===== src/hw/rtl/qdt_pkg.sv =====
// shared types and constants for the quoted delimiter tokenizer
`timescale 1ns / 1ps

package qdt_pkg;

	localparam int BYTE_W   = 8;
	localparam int MASK_W   = 64;
	localparam int DELIM_W  = 256;
	localparam int CFG_IDX_W = 3;

	// configuration register indexes
	typedef enum logic [CFG_IDX_W-1:0] {
		REG_DELIM_A = 3'd0,
		REG_DELIM_B = 3'd1,
		REG_DELIM_C = 3'd2,
		REG_DELIM_D = 3'd3,
		REG_MODE    = 3'd4
	} cfg_reg_t;

	localparam logic [BYTE_W-1:0] CH_QUOTE  = 8'h22;
	localparam logic [BYTE_W-1:0] CH_BSLASH = 8'h5c;
	localparam logic [BYTE_W-1:0] CH_N      = 8'h6e;
	localparam logic [BYTE_W-1:0] CH_T      = 8'h74;
	localparam logic [BYTE_W-1:0] CH_R      = 8'h72;
	localparam logic [BYTE_W-1:0] CH_LF     = 8'h0a;
	localparam logic [BYTE_W-1:0] CH_TAB    = 8'h09;
	localparam logic [BYTE_W-1:0] CH_CR     = 8'h0d;
	localparam logic [BYTE_W-1:0] CH_NUL    = 8'h00;

	typedef struct packed {
		logic inside_token;
		logic inside_quote;
		logic escape_pending;
	} tok_state_t;

	typedef struct packed {
		logic              valid;
		logic [BYTE_W-1:0] out_byte;
		logic              has_byte;
		logic              token_done;
	} tok_result_t;

endpackage


===== src/hw/rtl/qdt_step.sv =====
// per-byte tokenizer decision: next state and result for one text byte
`timescale 1ns / 1ps

module qdt_step (
	input  qdt_pkg::tok_state_t             cur_state,
	input  logic [qdt_pkg::BYTE_W-1:0]      text_byte,
	input  logic                            text_final,
	input  logic                            full_mode,
	input  logic [qdt_pkg::DELIM_W-1:0]     delim_set,
	output qdt_pkg::tok_state_t             next_state,
	output qdt_pkg::tok_result_t            result
);
	import qdt_pkg::*;

	logic              is_delim;
	logic              emit;
	logic              done;
	logic [BYTE_W-1:0] ob;
	tok_state_t        st;

	assign is_delim = delim_set[text_byte];

	always_comb begin
		st   = cur_state;
		emit = 1'b0;
		done = 1'b0;
		ob   = CH_NUL;

		// simple mode forgets any quote or escape context
		if (!full_mode) begin
			st.inside_quote   = 1'b0;
			st.escape_pending = 1'b0;
		end

		if (st.escape_pending) begin
			st.escape_pending = 1'b0;
			case (text_byte)
				CH_N: begin
					ob   = CH_LF;
					emit = 1'b1;
				end
				CH_T: begin
					ob   = CH_TAB;
					emit = 1'b1;
				end
				CH_R: begin
					ob   = CH_CR;
					emit = 1'b1;
				end
				CH_NUL: begin
					emit = 1'b0;
				end
				default: begin
					ob   = text_byte;
					emit = 1'b1;
				end
			endcase
		end else if (is_delim && !(st.inside_token && st.inside_quote)) begin
			if (st.inside_token) begin
				done            = 1'b1;
				st.inside_token = 1'b0;
				st.inside_quote = 1'b0;
			end
		end else begin
			if (!st.inside_token) begin
				st.inside_token = 1'b1;
				st.inside_quote = 1'b0;
			end
			if (full_mode && text_byte == CH_QUOTE) begin
				st.inside_quote = !st.inside_quote;
			end else if (full_mode && text_byte == CH_BSLASH) begin
				st.escape_pending = 1'b1;
			end else begin
				ob   = text_byte;
				emit = 1'b1;
			end
		end

		// end of text closes any open token and clears all context
		if (text_final) begin
			if (st.inside_token) begin
				done = 1'b1;
			end
			st = '0;
		end
	end

	assign next_state        = st;
	assign result.valid      = emit || done;
	assign result.out_byte   = ob;
	assign result.has_byte   = emit;
	assign result.token_done = done;

endmodule


===== src/hw/rtl/quoted_delimiter_tokenizer.sv =====
// top level of the quoted delimiter tokenizer: handshakes, registers, config
`timescale 1ns / 1ps
// path: a request accepted on the input is held in the input stage register, and its
//   step result is then registered in the output register that drives out_valid
// throughput: one text byte per cycle unless out_stall holds a full output register,
//   set by the single-pass step logic between the input stage and output registers
// reset: state bits and valid flags clear, delimiter masks clear, full mode on
// a byte that closes nothing and emits nothing yields no output request

module quoted_delimiter_tokenizer (
	input  logic                             clk,
	input  logic                             arst_n,
	// configuration write port
	input  logic                             cfg_we,
	input  logic [qdt_pkg::CFG_IDX_W-1:0]    cfg_index,
	input  logic [qdt_pkg::MASK_W-1:0]       cfg_data,
	// input channel
	input  logic                             in_valid,
	output logic                             in_stall,
	input  logic [qdt_pkg::BYTE_W-1:0]       in_byte,
	input  logic                             final_byte,
	// output channel
	output logic                             out_valid,
	input  logic                             out_stall,
	output logic [qdt_pkg::BYTE_W-1:0]       out_byte,
	output logic                             has_byte,
	output logic                             token_done
);
	import qdt_pkg::*;

	// configuration registers
	logic [MASK_W-1:0] delim_a_q;
	logic [MASK_W-1:0] delim_b_q;
	logic [MASK_W-1:0] delim_c_q;
	logic [MASK_W-1:0] delim_d_q;
	logic              mode_q;

	// input stage
	logic              valid_s1;
	logic [BYTE_W-1:0] byte_s1;
	logic              final_s1;

	// tokenizer context
	tok_state_t  state_q;
	tok_state_t  state_next;
	tok_result_t step_res;

	// output register
	logic              out_valid_q;
	logic [BYTE_W-1:0] out_byte_q;
	logic              has_byte_q;
	logic              token_done_q;

	logic in_take;
	logic advance_s1;

	// stage 1 retires when the output register is empty or draining this cycle
	assign advance_s1 = valid_s1 && (!out_valid_q || !out_stall);
	assign in_stall   = valid_s1 && !advance_s1;
	assign in_take    = in_valid && !in_stall;

	// configuration writes; indexes beyond the list are ignored
	always_ff @(posedge clk or negedge arst_n) begin
		if (!arst_n) begin
			delim_a_q <= '0;
			delim_b_q <= '0;
			delim_c_q <= '0;
			delim_d_q <= '0;
			mode_q    <= 1'b1;
		end else if (cfg_we) begin
			case (cfg_index)
				REG_DELIM_A: delim_a_q <= cfg_data;
				REG_DELIM_B: delim_b_q <= cfg_data;
				REG_DELIM_C: delim_c_q <= cfg_data;
				REG_DELIM_D: delim_d_q <= cfg_data;
				REG_MODE:    mode_q    <= cfg_data[0];
				default: begin
				end
			endcase
		end
	end

	// input stage valid
	always_ff @(posedge clk or negedge arst_n) begin
		if (!arst_n) begin
			valid_s1 <= 1'b0;
		end else if (in_take) begin
			valid_s1 <= 1'b1;
		end else if (advance_s1) begin
			valid_s1 <= 1'b0;
		end
	end

	// input stage payload
	always_ff @(posedge clk) begin
		if (in_take) begin
			byte_s1  <= in_byte;
			final_s1 <= final_byte;
		end
	end

	// per-byte decision logic
	qdt_step u_step (
		.cur_state  (state_q),
		.text_byte  (byte_s1),
		.text_final (final_s1),
		.full_mode  (mode_q),
		.delim_set  ({delim_d_q, delim_c_q, delim_b_q, delim_a_q}),
		.next_state (state_next),
		.result     (step_res)
	);

	// context only moves when a byte retires from stage 1
	always_ff @(posedge clk or negedge arst_n) begin
		if (!arst_n) begin
			state_q <= '0;
		end else if (advance_s1) begin
			state_q <= state_next;
		end
	end

	// output register valid
	always_ff @(posedge clk or negedge arst_n) begin
		if (!arst_n) begin
			out_valid_q <= 1'b0;
		end else if (advance_s1 && step_res.valid) begin
			out_valid_q <= 1'b1;
		end else if (!out_stall) begin
			out_valid_q <= 1'b0;
		end
	end

	// output register payload
	always_ff @(posedge clk) begin
		if (advance_s1 && step_res.valid) begin
			out_byte_q   <= step_res.out_byte;
			has_byte_q   <= step_res.has_byte;
			token_done_q <= step_res.token_done;
		end
	end

	assign out_valid  = out_valid_q;
	assign out_byte   = out_byte_q;
	assign has_byte   = has_byte_q;
	assign token_done = token_done_q;

endmodule


===== config.mk =====
export PLATFORM = sky130hd
export DESIGN_NAME = quoted_delimiter_tokenizer
export DESIGN_NICKNAME = d
export VERILOG_FILES = /design/src/hw/rtl/qdt_pkg.sv /design/src/hw/rtl/qdt_step.sv /design/src/hw/rtl/quoted_delimiter_tokenizer.sv
export SDC_FILE = /design/constraint.sdc
export NUM_CORES = 1
export LEC_CHECK = 0
export ABC_AREA = 0
export BUFFER_PORTS_ARGS = -buffer_cell sky130_fd_sc_hd__buf_2
export CORE_MARGIN = 5
export CORE_UTILIZATION = 65
export CTS_BUF_LIST = sky130_fd_sc_hd__clkbuf_4 sky130_fd_sc_hd__clkbuf_8
export DETAILED_ROUTE_END_ITERATION = 16
export HOLD_SLACK_MARGIN = 0.15
export PLACE_DENSITY = 0.93
export SYNTH_ARGS = -nofsm -noshare
export SYNTH_HDL_FRONTEND = slang
export SYNTH_SLANG_ARGS = --single-unit

===== constraint.sdc =====
create_clock -name clk -period 7.7 [get_ports clk]
set_input_delay 0.77 -clock clk [delete_from_list [all_inputs] [get_ports clk]]
set_output_delay 0.77 -clock clk [all_outputs]
set_load 0.02 [all_outputs]

[Word-level counts from Yosys, hierarchy flattened]
Index checks and enable logic that the tools add are counted.
Storage, ports and cells
  flip-flop bits (word level): 281
  input port bits: 81
  output and inout port bits: 12
  logic and storage cells: 84
Operators by class
  order comparisons: 1
  equal/unequal tests: 10
  mux-type cells: 34
  reduce and logical (&&, ||, !) cells: 24
Operator list (count)
  $eq A8 B7 Y1 const B: 4
  $mux W8: 4
  $pmux W8 S4: 1
  $mux W1: 22
  $mux W2: 5
  $reduce_and A2 Y1: 5
  $lt A8 B9 Y1 const B: 1
  $bmux W1 S8: 1
  $eq A8 B6 Y1 const B: 1
  $logic_and A1 B1 Y1: 8
  $logic_not A8 Y1: 1
  $eq A3 B2 Y1 const B: 2
  $logic_not A1 Y1: 6
  $eq A3 B1 Y1 const B: 1
  $eq A3 B3 Y1 const B: 1
  $logic_not A3 Y1: 1
  $mux W3: 1
  $logic_or A1 B1 Y1: 2
  $ne A2 B1 Y1 const B: 1
  $reduce_bool A2 Y1: 1

[Depth between registers and ports, before layout]
  depth after elaboration: 15
  gate-level depth with buffers: 13
  gate-level depth less buffers: 9

[Hierarchy]
From an unflattened synthesis, not the netlist that was laid out.
Unflattened totals
  cell total of the unflattened synthesis: 837
  area total of the unflattened synthesis: 14004.7 µm²
Modules (own cells, without submodules)
  quoted_delimiter_tokenizer: instances 1, cells each 583, area an instance 11282.1 µm², sequential area each 7128.1 µm²
  qdt_step: instances 1, cells each 254, area an instance 2722.6 µm², sequential area each 0.0 µm²

[Least setup slack after synthesis]
OpenSTA, ideal clock, no wires.
  path kind: register -> register
  start point: reg byte_s1[0]
  end point: reg has_byte_q, in the netlist has_byte, enable pin
  library setup time: 0.343 ns
  arrival time: 2.460 ns
  required time: 7.357 ns
  setup slack: 4.896 ns
  cell stages (with the launch flop): 11
  buffers on the path: 2
  period minus slack after synthesis: 2.804 ns
  cells stage by stage: edfxtp_1 buf_6 buf_8 mux4_1 mux2_2 a311oi_1 nand4_1 nand2_1 or2_1 o31a_1 and3_1
On the way
  cells in the longest elaborated chain, start to end: 9
  elaborated cells on any way between the ends: 21
  classes of those cells: 2 x eq/ne; 13 x mux; 6 x reduce/logical
Ends and longest elaborated chain
  from (decl): line quoted_delimiter_tokenizer.sv:40  | logic [BYTE_W-1:0] byte_s1;
  from (signal assigned): line quoted_delimiter_tokenizer.sv:97  | byte_s1 <= in_byte;
  $bmux W1 S8: line qdt_step.sv:21  | assign is_delim = delim_set[text_byte];
  $mux W1 (not written as such): line qdt_step.sv:21
  $logic_and A1 B1 Y1: line qdt_step.sv:58  | end else if (is_delim && !(st.inside_token && st.inside_quote)) begin
  $mux W1 or $mux W2 (tied branches): line qdt_step.sv:58
  $mux W1 or $mux W2 (tied branches): line qdt_step.sv:35  | if (st.escape_pending) begin
  $mux W1: line qdt_step.sv:81  | if (st.inside_token) begin
  $mux W1: line qdt_step.sv:80  | if (text_final) begin
  $logic_or A1 B1 Y1 (*): line qdt_step.sv:89  | assign result.valid = emit || done;
  $logic_and A1 B1 Y1 (*): line quoted_delimiter_tokenizer.sv:135  | if (advance_s1 && step_res.valid) begin
  to (signal assigned): line quoted_delimiter_tokenizer.sv:137  | has_byte_q <= step_res.has_byte;
  to (decl): line quoted_delimiter_tokenizer.sv:51  | logic has_byte_q;
Every way passes the cells marked *; elsewhere a longest branch is shown, timed or not. The select of a mux whose other input is x is not followed.
A chain may end at the register's enable or synchronous reset.

[Worst setup path in the final report]
  start point: reg byte_s1[0]
  end point: reg out_byte_q[1], in the netlist out_byte[1], enable pin
On the way
  cells in the longest elaborated chain, start to end: 9
  elaborated cells on any way between the ends: 21
  classes of those cells: 2 x eq/ne; 13 x mux; 6 x reduce/logical
Ends and longest elaborated chain
  $bmux W1 S8: line qdt_step.sv:21
  $mux W1 (not written as such): line qdt_step.sv:21
  $logic_and A1 B1 Y1: line qdt_step.sv:58
  $mux W1 or $mux W2 (tied branches): line qdt_step.sv:58
  $mux W1 or $mux W2 (tied branches): line qdt_step.sv:35
  $mux W1: line qdt_step.sv:81
  $mux W1: line qdt_step.sv:80
  $logic_or A1 B1 Y1 (*): line qdt_step.sv:89
  $logic_and A1 B1 Y1 (*): line quoted_delimiter_tokenizer.sv:135
  to (signal assigned): line quoted_delimiter_tokenizer.sv:136  | out_byte_q <= step_res.out_byte;
  to (decl): line quoted_delimiter_tokenizer.sv:50  | logic [BYTE_W-1:0] out_byte_q;
Marks and branches as above.

==> results.json <==
{
  "timing.fmax_mhz": 235.0,
  "nets": 1046,
  "postSynthAreaPerCell_um2": 14.93,
  "hold_path.class": "primary input to async pin",
  "final_report_hold_violation_count": 0,
  "firstDrtPassIters": 7,
  "basic_gate_share_of_the_synthesized_area_counting_and_or_nand_and_nor_cells_pct": 4.791,
  "post_synth_top_area_cell": "sky130_fd_sc_hd__dfrtp_1",
  "area.growth.synth_to_final_pct": 11.15,
  "cts_buffers": 44,
  "share_of_synthesized_flip_flops_with_an_asynchronous_set_or_reset_pct": 93.24,
  "synth_top_area_share_pct": 50.12,
  "power.density_cell_area_nw_per_um2": 280.9,
  "required_ns": 7.91,
  "relSlewSlack_pct": 24.24,
  "finalHoldWorstSlack_ns": 0.2636,
  "tritoncts": "built",
  "first_pass_grt_wire_length_mm": 48.83,
  "timing.final.crit_period_ns": 4.255,
  "multi_input_area_um2": 5568,
  "grt_util_all_layers_pct": 27.67,
  "yosysWarningCount": 0,
  "wire_per_inst_um": 24.12,
  "synth.cell_area_um2": 13030,
  "antenna_cells_inserted": 0,
  "die_width_um": 151.6,
  "io-pin-count": 93,
  "ratio_of_cells_with_drive_above_1_in_the_final_layout_pct": 47.73,
  "chipHeight_um": 151.6,
  "timing.critical_path.from_type": "flop",
  "max_slew.worst_pin.slew_ns": 1.134,
  "slew_viol_final": 0,
  "p_leak_nw": 6.318,
  "complex_gate_fraction_of_the_synthesized_area_pct": 3.332,
  "synthMuxAreaShare_pct": 34.38,
  "dominantRegCellSynth": "sky130_fd_sc_hd__dfrtp_1",
  "finalWirelength_mm": 30.34,
  "cts.sink_count": 281,
  "fp.dieArea_um2": 22980,
  "postCtsResizedCells": 0,
  "grt_start_max_net_pins": 113,
  "cts.reportedPaths.clkPinSlew_ns": 0.06,
  "place.port_buffers": 92,
  "nFillCells": 1163,
  "period_utilization_post_route_pct": 55.26,
  "internal_power_mw": 2.970,
  "cp-end-kind": "flop",
  "vias_per_cell": 6.475,
  "cts.hold.buffers_added": 0,
  "initial_antenna_violation_count": 0,
  "cp_max_fo": 41,
  "ant_nets": 0,
  "route.vias.total": 8145,
  "total_switching_power_mw": 1.098,
  "grt_setup_unrepaired": "false",
  "synth.top_cells.by_count": "sky130_fd_sc_hd__dfrtp_1 (261), sky130_fd_sc_hd__mux2_2 (260), sky130_fd_sc_hd__mux2i_1 (52), sky130_fd_sc_hd__clkbuf_1 (33), sky130_fd_sc_hd__nand2_1 (33)",
  "final.setup.tns_ns": 0,
  "crit_chain": "buf_4, mux4_1, o21ai_0, a211oi_1, a311oi_1, nand4_1, nand2_1, or2_1, o31a_1, and3_1",
  "cp_slowest_stage_delay_ns": 0.90,
  "ctsLongestPathBuffers": 3,
  "gp_routability_congestion": 0.9481,
  "clk-insertion-delay-late_ns": 0.57,
  "skew_ns": 0.01631,
  "critical_path.slowest_cell": "sky130_fd_sc_hd__edfxtp_1",
  "synth_edf_count": 19,
  "synth-seq-area-share_pct": 54.70,
  "post-synth-top-count-cell": "sky130_fd_sc_hd__dfrtp_1",
  "syn_inst": 873,
  "irDropWorstVdd_mv": 0.1695,
  "first_global_vias": 8688,
  "clock_tree.root_cell": "sky130_fd_sc_hd__clkbuf_8",
  "power.sequential.fraction_pct": 49.5,
  "synth.top_cells.by_area": "sky130_fd_sc_hd__dfrtp_1 (50%), sky130_fd_sc_hd__mux2_2 (22%), sky130_fd_sc_hd__mux4_2 (4.5%)",
  "synth_top_family_by_area": "multiplexers",
  "setup_viol": 0,
  "placementRows": 51,
  "xor_and_xnor_fraction_of_the_mapped_netlist_area_pct": 0,
  "post_synth_fa_ha_maj_area_fraction_pct": 0,
  "outcome": "finished, final reports clean",
  "timing.max_cap.violations": 0,
  "drtIter0Drc": 806,
  "core_um2": 19590,
  "initial_core_util_pct": 66.52,
  "cp.arrival_ns": 4.47,
  "path_class": "flop to flop",
  "drt_drc_violations_left": 0,
  "synthDistinctLibCells": 58,
  "clock_tree.htree_level_count": 2,
  "hpwl_mm": 19.36,
  "post-cts-setup-buffer-count": 0,
  "globalRoute.totalOverflow": 0,
  "pwr-share-clk_pct": 31.6,
  "mappedNetlistNets": 954,
  "register_area_um2": 7128,
  "power_switching_share_pct": 26.98,
  "pwr-share-comb_pct": 18.9,
  "flops_latches_synth": 281
}
## kinds of logic (layout without fill, tap and decap cells)
| group | after synthesis | in the layout |
|---|---|---|
| mux | 355 | 355 |
| flops | 281 | 281 |
| compound gates | 58 | 58 |
| simple gates | 118 | 118 |
| buf+inv | 61 | 181 |
## critical path, delay by kind of cell, from the launching register on
kind,cells,cell delay [ns]
and+or+nand+nor,4,0.90
muxes,1,0.66
DFF,1,0.90
AOI/OAI and AO/OA,4,0.72
buffers and inverters,1,0.71
## per-stage QoR
| stage | instances | setup slack (ns) | util (%) | instance area [um^2] | power [mW] |
|---|---|---|---|---|---|
| after floorplan | 873 | 4.896 | - | 13030 | 2.525 |
| after detailed placement | 1184 | 3.505 | 69.38 | 13590 | 2.786 |
| after global routing | 1258 | 3.197 | 73.94 | 14480 | 4.255 |
| final | 1258 | 3.445 | 73.94 | 14480 | 4.068 |
| after global placement | 1184 | 3.653 | 69.38 | 13590 | 2.724 |
| after CTS | 1258 | 3.465 | 73.94 | 14480 | 4.082 |
## cells in the final DEF, fill, tap and decap left out, drive strengths merged, types with 3 or more instances in the layout
master  netlist  layout
o21ai        10      10
dfrtp       261     261
a311oi        3       3
edfxtp       19      19
nor2b         9       9
a21oi         4       4
nand2        33      33
a22oi        14      14
mux2i        52      52
and2          9       9
nand3        16      16
nand4        10      10
inv           5       7
nor3          5       5
a31oi         3       3
nor2         15      15
o31ai         5       5
mux2        260     260
and3          4       4
nor4          3       3
mux4         43      43
clkbuf       36      71
nand2b        6       6
buf          20     102
## area by class of cell
type                    instances  share of cell area [%]
well taps                     265                   2.289
inverters                       5                  0.1296
multi-input cells             531                   38.44
clock inverters                 3                  0.3628
repair buffers                102                   3.766
clock buffers                  71                   5.796
flip-flops and latches        281                   49.21
## power by group through the flow
| stage | registers, mW | clock network, mW | logic (mW) |
|---|---|---|---|
| 3_3_place_gp | 2.00 | 0 | 0.720 |
| 5_1_grt | 2.05 | 1.38 | 0.831 |
| 6_report | 2.01 | 1.29 | 0.768 |
| 4_1_cts | 2.01 | 1.30 | 0.768 |
| 3_5_place_dp | 2.03 | 0 | 0.758 |
| 2_1_floorplan | 1.96 | 0 | 0.567 |
## per-layer routing
metal | part of all wire (%) | GRT usage (%) | wire [um]
met4 | 3.4 | 10.74 | 1041
met1 | 39 | 37.82 | 11950
met2 | 49 | 44.25 | 14750
met5 | 0 | 0 | 0
met3 | 8.6 | 5.770 | 2595
## sequential cells by signal, indices dropped and copies added (netlist names)
signal      count
delim_b_q      64
token_done      1
has_byte        1
mode_q          1
valid_s1        1
final_s1        1
out_valid       1
delim_a_q      64
byte_s1         8
out_byte        8
delim_c_q      64
delim_d_q      64
state_q         3
## path summary, 6_finish.rpt
kind	from	end	cells after the start	slack, ns
setup reg to reg	byte_s1[0]	out_byte[1]	10	3.45
setup / recovery	byte_s1[0]	out_byte[1]	10	3.45
hold reg to reg	delim_d_q[54]	delim_d_q[54]	1	0.50
hold / removal	arst_n	delim_c_q[20]	1	0.26
max in group asynchronous	arst_n	delim_b_q[43]	2	5.82
min in group clk	in_byte[1]	byte_s1[1]	1	0.37
Power figures use the tool's default switching activity.
